--- src/rtl/edu_pkg.sv ---
// ----------------------------------------------------------------------------
// edu_pkg
// Shared word types, field widths and control structs for the distance unit
// ----------------------------------------------------------------------------
`timescale 1ns / 1ps
`default_nettype none

package edu_pkg;

  localparam int unsigned ELEM_W = 8;
  localparam int unsigned DIST_W = 21;
  localparam int unsigned SUM_W  = 26;
  // fractional bits of the root, radicand is shifted by twice this
  localparam int unsigned FRAC_W = 8;

  typedef struct packed {
    logic [ELEM_W-1:0] elem_a;
    logic [ELEM_W-1:0] elem_b;
    logic              last_elem;
  } edu_in_t;

  typedef struct packed {
    logic [DIST_W-1:0] distance_q8;
    logic [SUM_W-1:0]  sum_squares;
    logic              overflow;
  } edu_out_t;

  typedef struct packed {
    logic take;       // accept one input word
    logic root_step;  // one root digit
    logic out_load;   // move result into the output register
  } edu_cmd_t;

  typedef struct packed {
    logic in_last;    // input word carries the last mark
    logic root_last;  // final root digit in progress
  } edu_sts_t;

endpackage

`default_nettype wire

--- src/rtl/edu_ctrl.sv ---
// ----------------------------------------------------------------------------
// edu_ctrl
// Sequencer: accumulate, run the square root, hand the result out
// ----------------------------------------------------------------------------
`timescale 1ns / 1ps
`default_nettype none

module edu_ctrl (
  input  wire logic             clk_i,
  input  wire logic             rst_ni,
  input  wire logic             in_valid_i,
  output logic                  in_stall_o,
  output logic                  out_valid_o,
  input  wire logic             out_stall_i,
  input  wire edu_pkg::edu_sts_t sts_i,
  output edu_pkg::edu_cmd_t     cmd_o
);

  typedef enum logic [2:0] {
    ST_ACC  = 3'b001,
    ST_ROOT = 3'b010,
    ST_EMIT = 3'b100
  } edu_state_e;

  edu_state_e state_q, state_d;
  logic       out_valid_q, out_valid_d;
  logic       out_free;

  assign out_free = !out_valid_q || !out_stall_i;

  always_comb begin
    state_d        = state_q;
    cmd_o          = '0;
    in_stall_o     = 1'b1;
    case (state_q)
      ST_ACC: begin
        in_stall_o = 1'b0;
        cmd_o.take = in_valid_i;
        if (in_valid_i && sts_i.in_last) begin
          state_d = ST_ROOT;
        end
      end
      ST_ROOT: begin
        cmd_o.root_step = 1'b1;
        if (sts_i.root_last) begin
          state_d = ST_EMIT;
        end
      end
      ST_EMIT: begin
        if (out_free) begin
          cmd_o.out_load = 1'b1;
          state_d        = ST_ACC;
        end
      end
      default: begin
        state_d = ST_ACC;
      end
    endcase
  end

  always_comb begin
    out_valid_d = out_valid_q;
    if (cmd_o.out_load) begin
      out_valid_d = 1'b1;
    end else if (!out_stall_i) begin
      out_valid_d = 1'b0;
    end
  end

  always_ff @(posedge clk_i or negedge rst_ni) begin
    if (!rst_ni) begin
      state_q     <= ST_ACC;
      out_valid_q <= 1'b0;
    end else begin
      state_q     <= state_d;
      out_valid_q <= out_valid_d;
    end
  end

  assign out_valid_o = out_valid_q;

endmodule

`default_nettype wire

--- src/rtl/edu_datapath.sv ---
// ----------------------------------------------------------------------------
// edu_datapath
// Squared-difference accumulator, digit-serial square root, output register
// ----------------------------------------------------------------------------
`timescale 1ns / 1ps
`default_nettype none

module edu_datapath #(
  parameter int unsigned MAX_LEN = 1024
) (
  input  wire logic              clk_i,
  input  wire logic              rst_ni,
  input  wire edu_pkg::edu_in_t  in_data_i,
  input  wire edu_pkg::edu_cmd_t cmd_i,
  output edu_pkg::edu_sts_t      sts_o,
  output edu_pkg::edu_out_t      out_data_o
);

  localparam longint unsigned ELEM_MAX = (64'd1 << edu_pkg::ELEM_W) - 64'd1;
  localparam longint unsigned SQ_MAX   = ELEM_MAX * ELEM_MAX;
  localparam longint unsigned SUM_MAX  = longint'(MAX_LEN) * SQ_MAX;
  localparam int unsigned     ACC_W    = $clog2(SUM_MAX + SQ_MAX + 64'd1);
  localparam int unsigned     CNT_W    = $clog2(MAX_LEN + 1);
  localparam int unsigned     RAD_IN_W = ACC_W + 2 * edu_pkg::FRAC_W;
  localparam int unsigned     ROOT_W   = (RAD_IN_W + 1) / 2;
  localparam int unsigned     RAD_W    = 2 * ROOT_W;
  localparam int unsigned     REM_W    = ROOT_W + 3;
  localparam int unsigned     STEP_W   = $clog2(ROOT_W);
  localparam int unsigned     SQ_W     = 2 * edu_pkg::ELEM_W;

  logic [ACC_W-1:0]  acc_q, acc_d;
  logic [CNT_W-1:0]  cnt_q, cnt_d;
  logic              ovf_q, ovf_d;
  logic [ACC_W-1:0]  sum_res_q;
  logic              ovf_res_q;

  logic [RAD_W-1:0]  rad_q;
  logic [REM_W-1:0]  rem_q;
  logic [ROOT_W-1:0] root_q;
  logic [STEP_W-1:0] step_q;

  edu_pkg::edu_out_t out_q;

  logic [edu_pkg::ELEM_W-1:0] diff;
  logic [SQ_W-1:0]            sq;
  logic [ACC_W-1:0]           sum;

  logic [REM_W-1:0] rem_shift;
  logic [REM_W-1:0] trial;
  logic             fits;

  // squared difference and saturating accumulate
  always_comb begin
    diff = (in_data_i.elem_a >= in_data_i.elem_b) ?
           (in_data_i.elem_a - in_data_i.elem_b) : (in_data_i.elem_b - in_data_i.elem_a);
    sq   = SQ_W'(diff) * SQ_W'(diff);
    sum  = acc_q + ACC_W'(sq);
    if (cnt_q == CNT_W'(MAX_LEN)) begin
      cnt_d = cnt_q;
      ovf_d = 1'b1;
      acc_d = ACC_W'(SUM_MAX);
    end else begin
      cnt_d = cnt_q + CNT_W'(1);
      ovf_d = ovf_q;
      acc_d = (sum > ACC_W'(SUM_MAX)) ? ACC_W'(SUM_MAX) : sum;
    end
  end

  always_ff @(posedge clk_i or negedge rst_ni) begin
    if (!rst_ni) begin
      acc_q <= '0;
      cnt_q <= '0;
      ovf_q <= 1'b0;
    end else if (cmd_i.take) begin
      if (in_data_i.last_elem) begin
        acc_q <= '0;
        cnt_q <= '0;
        ovf_q <= 1'b0;
      end else begin
        acc_q <= acc_d;
        cnt_q <= cnt_d;
        ovf_q <= ovf_d;
      end
    end
  end

  // restoring root, two radicand bits per step
  always_comb begin
    rem_shift = {rem_q[REM_W-3:0], rad_q[RAD_W-1 -: 2]};
    trial     = {1'b0, root_q, 2'b01};
    fits      = rem_shift >= trial;
  end

  always_ff @(posedge clk_i) begin
    if (cmd_i.take && in_data_i.last_elem) begin
      sum_res_q <= acc_d;
      ovf_res_q <= ovf_d;
      rad_q     <= RAD_W'({acc_d, {(2 * edu_pkg::FRAC_W){1'b0}}});
      rem_q     <= '0;
      root_q    <= '0;
      step_q    <= STEP_W'(ROOT_W - 1);
    end else if (cmd_i.root_step) begin
      rad_q  <= {rad_q[RAD_W-3:0], 2'b00};
      rem_q  <= fits ? (rem_shift - trial) : rem_shift;
      root_q <= {root_q[ROOT_W-2:0], fits};
      step_q <= step_q - STEP_W'(1);
    end
    if (cmd_i.out_load) begin
      out_q.distance_q8 <= edu_pkg::DIST_W'(root_q);
      out_q.sum_squares <= edu_pkg::SUM_W'(sum_res_q);
      out_q.overflow    <= ovf_res_q;
    end
  end

  assign sts_o.in_last   = in_data_i.last_elem;
  assign sts_o.root_last = (step_q == '0);
  assign out_data_o      = out_q;

endmodule

`default_nettype wire

--- src/rtl/euclidean_distance_unit.sv ---
// result: the last word of a vector starts a serial root of ROOT_W bits, then its result is loaded
//   into the output register; ROOT_W = ceil((clog2(SUM_MAX + 255^2 + 1) + 16) / 2), 21 at the default MAX_LEN
// throughput: one word per cycle within a vector; after each last word the input
//   stalls while the serial root unit produces one bit a cycle and until the result is loaded
// reset: asynchronous active low, clears accumulator, count, flag, state and output valid
// ----------------------------------------------------------------------------
// euclidean_distance_unit
// Streaming sum of squared differences with truncated Q8 square root
// ----------------------------------------------------------------------------
`timescale 1ns / 1ps
`default_nettype none

module euclidean_distance_unit #(
  parameter int unsigned MAX_LEN = 1024
) (
  input  wire logic             clk_i,
  input  wire logic             rst_ni,
  input  wire logic             in_valid_i,
  output logic                  in_stall_o,
  input  wire edu_pkg::edu_in_t in_data_i,
  output logic                  out_valid_o,
  input  wire logic             out_stall_i,
  output edu_pkg::edu_out_t     out_data_o
);

  edu_pkg::edu_cmd_t cmd;
  edu_pkg::edu_sts_t sts;

  edu_ctrl u_ctrl (
    .clk_i       (clk_i),
    .rst_ni      (rst_ni),
    .in_valid_i  (in_valid_i),
    .in_stall_o  (in_stall_o),
    .out_valid_o (out_valid_o),
    .out_stall_i (out_stall_i),
    .sts_i       (sts),
    .cmd_o       (cmd)
  );

  edu_datapath #(
    .MAX_LEN (MAX_LEN)
  ) u_datapath (
    .clk_i      (clk_i),
    .rst_ni     (rst_ni),
    .in_data_i  (in_data_i),
    .cmd_i      (cmd),
    .sts_o      (sts),
    .out_data_o (out_data_o)
  );

endmodule

`default_nettype wire

--- config.mk ---
export PLATFORM = sky130hd
export DESIGN_NAME = euclidean_distance_unit
export DESIGN_NICKNAME = d
export VERILOG_FILES = /design/src/rtl/edu_pkg.sv /design/src/rtl/edu_ctrl.sv /design/src/rtl/edu_datapath.sv /design/src/rtl/euclidean_distance_unit.sv
export SDC_FILE = /design/constraint.sdc
export NUM_CORES = 1
export LEC_CHECK = 0
export ABC_AREA = 0
export BUFFER_PORTS_ARGS = -buffer_cell sky130_fd_sc_hd__buf_2
export CORE_MARGIN = 2
export CORE_UTILIZATION = 45
export CTS_CLUSTER_SIZE = 25
export DETAILED_ROUTE_END_ITERATION = 16
export GPL_TIMING_DRIVEN = 0
export SETUP_SLACK_MARGIN = 0.05
export SLEW_MARGIN = 20
export SYNTH_ARGS = -nofsm -noshare
export SYNTH_HDL_FRONTEND = slang
export SYNTH_HIERARCHICAL = 1
export SYNTH_SLANG_ARGS = --single-unit
--- constraint.sdc ---
create_clock -name clk_i -period 6.46 [get_ports clk_i]
set_input_delay 1.292 -clock clk_i [delete_from_list [all_inputs] [get_ports clk_i]]
set_output_delay 1.292 -clock clk_i [all_outputs]
set_load 0.02 [all_outputs]
# Word level (Yosys, flattened, before mapping)
# Index checks and enable logic that the tools add are counted.
# word_totals
romBits	0
wordCells	64
mem_bits_rw	0
regBits	191
memories	0
latchBits	0
inputBits	21
# classes
magnitude_cmp	3
muxes	22
reduce_logical	9
n_addsub	6
div	0
mul	1
shifts	0
bitwise_logic	0
n_eq_ne	9
# op_table
operator	n
two-way mux 42 bit	2
two-way mux 26 bit	3
adder 26 x 16 -> 26 bit	1
greater-than comparator 26 bit (second input constant)	1
greater-or-equal comparator 24 x 23 -> 1 bit	1
two-way mux 11 bit	2
two-way mux 22 bit	1
subtractor 22 bit	1
multiplier 8 x 8 -> 16 bit	1
subtractor 8 bit	2
adder 11 x 1 -> 11 bit (second input constant)	1
== test 11 bit (second input constant)	1
two-way mux 1 bit	9
two-way mux 3 bit	3
case mux 3 bit (3 select lines)	1
greater-or-equal comparator 8 bit	1
two-way mux 8 bit	1
!= test 2 x 1 -> 1 bit (second input constant)	3
logical NOT 5 bit	1
subtractor 5 x 1 -> 5 bit (second input constant)	1
!= test 2 bit (second input constant)	2
== test 3 x 1 -> 1 bit (second input constant)	1
== test 3 x 2 -> 1 bit (second input constant)	1
== test 3 bit (second input constant)	1
6 further kinds	8

# Longest topological paths before layout
# Gate-level depths: netlist (run 1).
# logic_depth
ltp_word	8
depth_mapped	30
ltp_nobuf	29

# By module
# The synthesis (run 1) kept the hierarchy.
# modules_own_cells
module	cells_each	seq_area_each_um2	instances	area_each_um2
edu_datapath	1134	4944.7	1	11613.6
edu_ctrl	23	101.3	1	239.0

# Worst setup path after synthesis (run 1)
# OpenSTA, ideal clock, no wires.
# synth_timing
kind	input -> register
startpoint	in in_data_i[9] (netlist name)
endpoint	reg u_datapath.sum_res_q[0], data pin
setup_time_ns	0.255
slack_ns	-1.976
cell_stages	28
required_ns	6.205
arrival_ns	8.182
cell_sequence	inv_1 > ha_1 > inv_1 > fa_1 > a21o_1 > a2111oi_4 > o21ai_2 > mux2i_1 > a31oi_1 > mux2i_1 > nand2_1 > nor2_1 > fa_1 > fa_1 > fa_1 > inv_1 > fa_1 > inv_1 > ha_1 > a31oi_1 > a31oi_1 > o211a_4 > a21oi_4 > or3_1 > a2111o_1 > o2bb2ai_4 > buf_6 > and2_1
# synth_between
elab_chain_len	7
elab_cells_between_ends	9
cone_classes	3 x add/sub; 1 x mul; 2 x order compare; 3 x mux
# synth_lines
item	line	source
from (decl)	euclidean_distance_unit.sv:20	input wire edu_pkg::edu_in_t in_data_i,
subtractor 8 bit / greater-or-equal comparator 8 bit (equally long branches)	edu_datapath.sv:55, edu_datapath.sv:54	
two-way mux 8 bit (*)	edu_datapath.sv:54	diff = (in_data_i.elem_a >= in_data_i.elem_b) ?
multiplier 8 x 8 -> 16 bit (*)	edu_datapath.sv:56	sq = SQ_W'(diff) * SQ_W'(diff);
adder 26 x 16 -> 26 bit (*)	edu_datapath.sv:57	sum = acc_q + ACC_W'(sq);
greater-than comparator 26 bit	edu_datapath.sv:65	acc_d = (sum > ACC_W'(SUM_MAX)) ? ACC_W'(SUM_MAX) : sum;
two-way mux 26 bit (*)	edu_datapath.sv:65	
two-way mux 26 bit (*)	edu_datapath.sv:58	if (cnt_q == CNT_W'(MAX_LEN)) begin
via u_datapath.acc_d[0]	edu_datapath.sv:31	logic [ACC_W-1:0] acc_q, acc_d;
to (signal assigned)	edu_datapath.sv:96	sum_res_q <= acc_d;
to (decl)	edu_datapath.sv:34	logic [ACC_W-1:0] sum_res_q;
# Mark *: on every way through the listed nets, which the timed path passes. The rest lies on a longest branch.
# A chain may end at the register's enable or synchronous reset.

# Worst setup path after layout (run 1)
# layout_timing
startpoint	in in_data_i[9] (netlist name)
endpoint	reg u_datapath.sum_res_q[9], data pin
# Same word-level chain as after synthesis.

==> flow_summary_export.csv, run 1 <==
group,metric,value,unit
run,cap_violations,0,
layout,layout-drive-gt1-share,23.4,%
clock_network,cts_buffers,17,
sta,finalHoldViolations,0,
clock_network,clkSinkCount,191,
synth,synthCells,1157,
layout,layout.filler_cells,2276,
global_route,antenna_found_initial,0,
die,starting_utilization_of_the_core_area,45.6,%
worst_setup_path,path_buf_inv,9,
synth,edff_count_synth,101,
synth,synth.net_count,1302,
route,drt-wirelength-per-cell,16.7,um
layout,seq_area,0.00505,sq mm
die,core.rowCount,59,
worst_setup_path,worstSetupEndpointType,"flop",
sta,finClkSkew,0.0175,ns
hold_path,hold_class,"reg2reg",
route,via_per_inst,5.41,
sta,rsz0062_at_grt,"true",
worst_setup_path,critical_path_max_stage_delay,0.52,ns
synth,synth_seq_area_share,42.6,%
clock_network,clk_latency,0.44,ns
global_route,grt_start_max_net_pins,49,
worst_setup_path,critPathMostFrequentCell,"fa_1",
layout,n_antenna_cell,0,
worst_setup_path,worst_r2r_path_depth,20,
route,detailedRoute.firstIterationViolations,578,
clock_network,ctsLongestPathBuffers,2,
die,die_area,0.0277,sq mm
synth,synth_seq_cells,191,
sta,final.setup.tns,-105.53,ns
route,route.vias.total,8924,
worst_setup_path,cpMaxStageDelayCell,"fa_1",
clock_network,clk_pin_slew_worst_paths,0.07,ns
route,drt_pass1_iterations,5,
worst_setup_path,arrival,8.26,ns
worst_setup_path,reg2reg_from,"u_datapath/acc_q[7]",
synth,synthFlopType,"edfxtp_1",
worst_setup_path,crit_fanout,7,
clock_network,tritoncts,"done",
global_route,wire_length_of_the_first_global_routing_pass,45100,um
sta,timing.final.crit_period,8.07,ns
clock_network,clk_root_buffer_cell,"clkbuf_16",
route,drt_drc_violations_left,0,
placed_design,finalWeightedCongestion,0.847,
sta,remaining_max_slew_budget_at_the_tightest_pin,35.4,%
placed_design,place_worst_setup_slack,-2.75,ns
hold_path,holdPathStages,0,
worst_setup_path,critical_path_required,6.65,ns
synth,mean_cell_area_of_the_mapped_netlist,10.2,sq um
route,detail_route.wirelength,27600,um
sta,timing.final.crit_share,125,%
layout,nNetsFinal,1446,
synth,synthDistinctLibCells,89,
placed_design,place.port_buffers,70,
route,ant_nets,0,
hold_path,endpoint_of_the_worst_hold_path,"u_datapath/out_data_o[12]",
outcome,run_status,"complete, but fails checks",
clock_network,cts.htree.levels,4,
sta,final-setup-viol-count,78,
layout,synthToLayoutAreaGrowth,22.8,%
die,coreArea,0.0260,sq mm
global_route,grt_pass1_vias,8737,
worst_setup_path,cp-start-kind,"input port",
die,ios,71,
sta,max_slew_violations,0,
global_route,global_route.usage.total,20.1,%
worst_setup_path,rr_endpoint,"u_datapath/sum_res_q[9]",
synth,postSynth.asyncResetShare,22.0,%
worst_setup_path,setup.reg_to_reg.worst_slack,1.20,ns
layout,final_cell_utilization_of_the_core,56.0,%
global_route,gr-total-overflow,0,
synth,netlist_area,0.0119,sq mm
placed_design,dp_hpwl,19700,um
hold_path,holdCritStartpoint,"u_datapath/sum_res_q[11]",
sta,setup_slack_of_the_critical_path_after_layout,-1.61,ns
layout,multi_input_area,0.00681,sq mm
worst_setup_path,path_delay_family,"adder cells",
synth,yosys_warnings,6,
worst_setup_path,critPathKind,"in2reg",
die,floorplan.die.width,166,um
sta,fmax,124,MHz
sta,timing_worst_slew_pin_value,0.965,ns
outcome,violated_checks,"setup timing",
die,dieHeight,166,um
[worst max path at each step]
stage,startpoint,end,slack [ns],cells past startpoint
after global placement,in_data_i[9],u_datapath/rad_q[26],-2.72,29
after CTS,in_data_i[9],u_datapath/sum_res_q[9],-1.69,30
final,in_data_i[9],u_datapath/sum_res_q[9],-1.61,31
after detailed placement,in_data_i[9],u_datapath/rad_q[26],-2.75,29
after floorplan,in_data_i[9],u_datapath/sum_res_q[13],-1.53,28
after global routing,in_data_i[9],u_datapath/sum_res_q[9],-1.78,31
[per-layer routing]
| metal | up-vias | track usage [%] | share of wire [%] |
|---|---|---|---|
| li1 | 4355 | - | - |
| met1 | 4376 | 26.0 | 46 |
| met2 | 162 | 35.3 | 50 |
| met3 | 31 | 2.79 | 2.8 |
| met4 | 0 | 5.70 | 1.6 |
| met5 | - | 0 | 0 |
[synthesized netlist by cell type, drive strengths merged, types with 12 or more instances]
library cell	n	area [sq um]
xor2	19	166
clkbuf	25	93.8
a211oi	17	133
dfrtp	41	1030
mux2i	39	390
a21o	21	158
xnor2	35	322
nand2	90	338
nand3	21	105
o31ai	21	215
ha	85	1060
fa	39	781
a31oi	20	131
edfxtp	101	3030
o21ai	50	254
a21oi	39	214
nor2	117	444
and3	12	75.1
inv	148	556
dfxtp	48	961
[stage by stage]
| step | area (sq um) | instances | hold WS (ns) |
|---|---|---|---|
| after floorplan | 12000 | 1157 | 0.400 |
| after global placement | 12800 | 1562 | 0.401 |
| after detailed placement | 12800 | 1563 | 0.405 |
| after CTS | 14300 | 1637 | 0.422 |
| after global routing | 14600 | 1649 | 0.427 |
| final | 14600 | 1649 | 0.421 |
[layout by cell type (no fill, tap or decap), types with 6 or more instances in the layout]
cell and n:
a211oi_1 16, a21o_1 21, a21oi_1 32, a31oi_1 16
and2_4 7, and3_1 8, buf_12 7, buf_2 72
buf_4 42, buf_6 12, clkbuf_1 26, clkbuf_16 19
dfrtp_1 41, dfxtp_1 48, edfxtp_1 101, fa_1 34
ha_1 74, ha_4 6, inv_1 141, inv_2 6
mux2i_1 34, nand2_1 88, nand2b_1 8, nand3_1 16
nor2_1 104, nor2_2 9, nor3_1 10, o21a_1 7
o21ai_0 34, o21ai_1 8, o21ai_2 7, o2bb2ai_1 6
o31ai_1 12, or2_2 7, xnor2_1 28, xor2_1 15
[layout make-up]
cell class | instances | share of cell area, %
multi-input combinational | 782 | 46.8
sequential | 191 | 34.7
inverter | 148 | 3.90
timing repair buffer | 125 | 6.28
clock inverter | 12 | 0.911
buffer | 36 | 1.30
tap | 335 | 2.88
clock buffer | 20 | 3.29
[cell families (layout without fill, tap and decap cells)]
family | Yosys count | in the layout | synth area share (%)
AOI/OAI and AO/OA | 243 | 243 | 15.3
and+or+nand+nor | 321 | 321 | 12.9
muxes | 40 | 40 | 3.42
buffers and inverters | 184 | 341 | 6.15
xor gates and xnor gates | 54 | 54 | 4.12
DFF | 191 | 191 | 42.6
adders and majority gates | 124 | 124 | 15.6
[sequential cells by signal, summed over array words and instances, names as in the netlist, 3 cells and up]
signal	count
u_datapath/out_data_o	48
u_datapath/rad_q	26
u_datapath/root_q	21
u_datapath/cnt_q	11
u_datapath/acc_q	26
u_ctrl/state_q	3
u_datapath/step_q	5
u_datapath/sum_res_q	26
u_datapath/rem_q	22
[what timing repair did]
item / in CTS / in global routing
gates resized for setup: 89 / 39
buffers inserted: 38 / 12
hold buffers: 0 / 0
pin swaps: 54 / 27
endpoints found under the setup margin: 78 / 78
cloned: 4 / 0
Power of run 1 is left out: the tool's default activity adds up to more than one toggle a clock period on the data nets, which glitch-free logic cannot reach.
==> run 2: changes to the inputs <==
--- a/config.mk
+++ b/config.mk
@@ -9,9 +9,9 @@
 export BUFFER_PORTS_ARGS = -buffer_cell sky130_fd_sc_hd__buf_2
 export CORE_MARGIN = 2
 export CORE_UTILIZATION = 45
-export CTS_CLUSTER_SIZE = 25
 export DETAILED_ROUTE_END_ITERATION = 16
 export GPL_TIMING_DRIVEN = 0
+export PLACE_DENSITY = 0.67
 export SETUP_SLACK_MARGIN = 0.05
 export SLEW_MARGIN = 20
 export SYNTH_ARGS = -nofsm -noshare
==> run 2 against run 1 <==
  * Design area is 1.1% higher
  * Sequential share of layout area is 0.38 points lower
  * Sequential cell count stayed put
  * The flow still finishes with violations (setup timing)
  * Non-clock buffer count is 11 higher
  * Critical path type unchanged
  * Count of clock-buffer cells in the layout is 3 lower
  * Critical path depth stayed put
==> flow_summary_export.csv, run 2 (synthesized netlist as in run 1, its figures left out) <==
group,metric,value,unit
outcome,violated_checks,"setup timing",
sta,fmax,123,MHz
global_route,global_route.usage.total,19.9,%
hold_path,hold_class,"reg2reg",
layout,layout_commonest_cell,"inv_1",
sta,finClkSkew,0.0102,ns
clock_network,tritoncts,"done",
die,ios,71,
route,drt-wirelength-per-cell,16.9,um
sta,final-setup-viol-count,78,
clock_network,cts.htree.levels,4,
clock_network,clk_pin_slew_worst_paths,0.07,ns
sta,remaining_max_slew_budget_at_the_tightest_pin,31.0,%
worst_setup_path,arrival,8.30,ns
route,via_per_inst,5.44,
placed_design,dp_hpwl,19500,um
layout,layout.filler_cells,2104,
layout,n_antenna_cell,0,
placed_design,place.port_buffers,70,
worst_setup_path,cp-start-kind,"input port",
layout,synthToLayoutAreaGrowth,24.2,%
route,ant_nets,0,
route,detailedRoute.firstIterationViolations,573,
route,drt_pass1_iterations,5,
die,die_area,0.0277,sq mm
placed_design,placed_instances,1563,
worst_setup_path,critPathKind,"in2reg",
run,cap_violations,0,
worst_setup_path,worstSetupEndpointType,"flop",
sta,max_slew_violations,0,
layout,layout-drive-gt1-share,25.1,%
layout,final_cell_utilization_of_the_core,56.6,%
die,coreArea,0.0260,sq mm
layout,nNetsFinal,1457,
layout,layout.cells.most_common_list,"inv_1 (139), nor2_1 (101), edfxtp_1 (101)",
route,detail_route.wirelength,28000,um
placed_design,finalWeightedCongestion,0.876,
worst_setup_path,crit_fanout,6,
global_route,grt_pass1_vias,8915,
clock_network,post_cts_hold_buffer_count,0,
sta,timing.final.crit_period,8.10,ns
global_route,antenna_found_initial,0,
sta,setup_slack_of_the_critical_path_after_layout,-1.64,ns
sta,timing_worst_slew_pin_value,1.03,ns
global_route,gr-total-overflow,0,
die,core.rowCount,59,
worst_setup_path,cpMaxStageDelayCell,"fa_2",
outcome,run_status,"complete, but fails checks",
clock_network,cts_buffers,17,
layout,largest_register_ffs,48,
layout,final_cell_count_no_fill,1660,
route,drt_drc_violations_left,0,
worst_setup_path,critical_path_max_stage_delay,0.54,ns
clock_network,ctsLongestPathBuffers,2,
sta,timing.final.crit_share,125,%
clock_network,clk_root_buffer_cell,"clkbuf_16",
sta,rsz0062_at_grt,"true",
global_route,grt_start_max_net_pins,49,
worst_setup_path,critical_path_required,6.65,ns
sta,finalHoldViolations,0,
global_route,wire_length_of_the_first_global_routing_pass,44500,um
die,starting_utilization_of_the_core_area,45.6,%
die,floorplan.die.width,166,um
die,dieHeight,166,um
clock_network,clk_latency,0.43,ns
clock_network,clkSinkCount,191,
route,route.vias.total,9038,
run 2: final timing paths:
kind | slack, ns | cells past startpoint | endpoint | from
max in group asynchronous | 5.21 | 1 | u_datapath/acc_q[6] | rst_ni
hold reg to reg | 0.42 | 0 | u_datapath/out_data_o[12] | u_datapath/sum_res_q[11]
setup / recovery | -1.64 | 31 | u_datapath/sum_res_q[9] | in_data_i[9]
min in group asynchronous | 0.84 | 1 | u_datapath/cnt_q[8] | rst_ni
setup reg to reg | 1.19 | 17 | u_datapath/sum_res_q[9] | u_datapath/acc_q[6]
hold / removal | 0.42 | 0 | u_datapath/out_data_o[12] | u_datapath/sum_res_q[11]
run 2: critical path: cells and delay by family:
kind                     cells  cell delay [ns]
multiplexers                 2             0.58
AO/OA/AOI/OAI                9             2.08
buffers and inverters        9             0.81
AND/OR/NAND/NOR              4             0.79
adder cells (fa/ha/maj)      7             2.72
run 2: through the flow:
stage                     TNS, ns  hold slack (ns)  setup slack [ns]  area, sq um
after floorplan            -97.37            0.400             -1.53        12000
after global placement    -169.22            0.401             -2.63        12800
after detailed placement  -175.96            0.405             -2.71        12800
after CTS                 -105.51            0.422             -1.60        14300
after global routing      -125.83            0.428             -1.84        14700
final                     -109.46            0.420             -1.64        14700
run 2: cell type report:
class / instances / area [sq um] / area share [%]
clock buffer: 17 / 425 / 2.89
sequential: 191 / 5050 / 34.3
clock inverter: 15 / 195 / 1.33
multi-input combinational: 782 / 6890 / 46.8
tap: 335 / 419 / 2.85
buffer: 36 / 189 / 1.28
inverter: 148 / 568 / 3.86
timing repair buffer: 136 / 988 / 6.72
run 2: repair_timing:
| item | in CTS | in global routing |
|---|---|---|
| pin swaps | 48 | 28 |
| gates cloned | 4 | 0 |
| endpoints found under the setup margin | 78 | 78 |
| setup buffers | 45 | 16 |
| gates resized for setup | 93 | 59 |
| endpoints found under the hold margin | 0 | 0 |
run 2: per-layer routing:
metal | vias up | GRT usage, % | routed length [um]
li1 | 4360 | - | -
met1 | 4378 | 23.9 | 11800
met3 | 59 | 3.17 | 973
met5 | - | 0 | 0
met4 | 0 | 6.48 | 674
met2 | 241 | 36.4 | 14500
Power of run 2 is left out for the same reason.
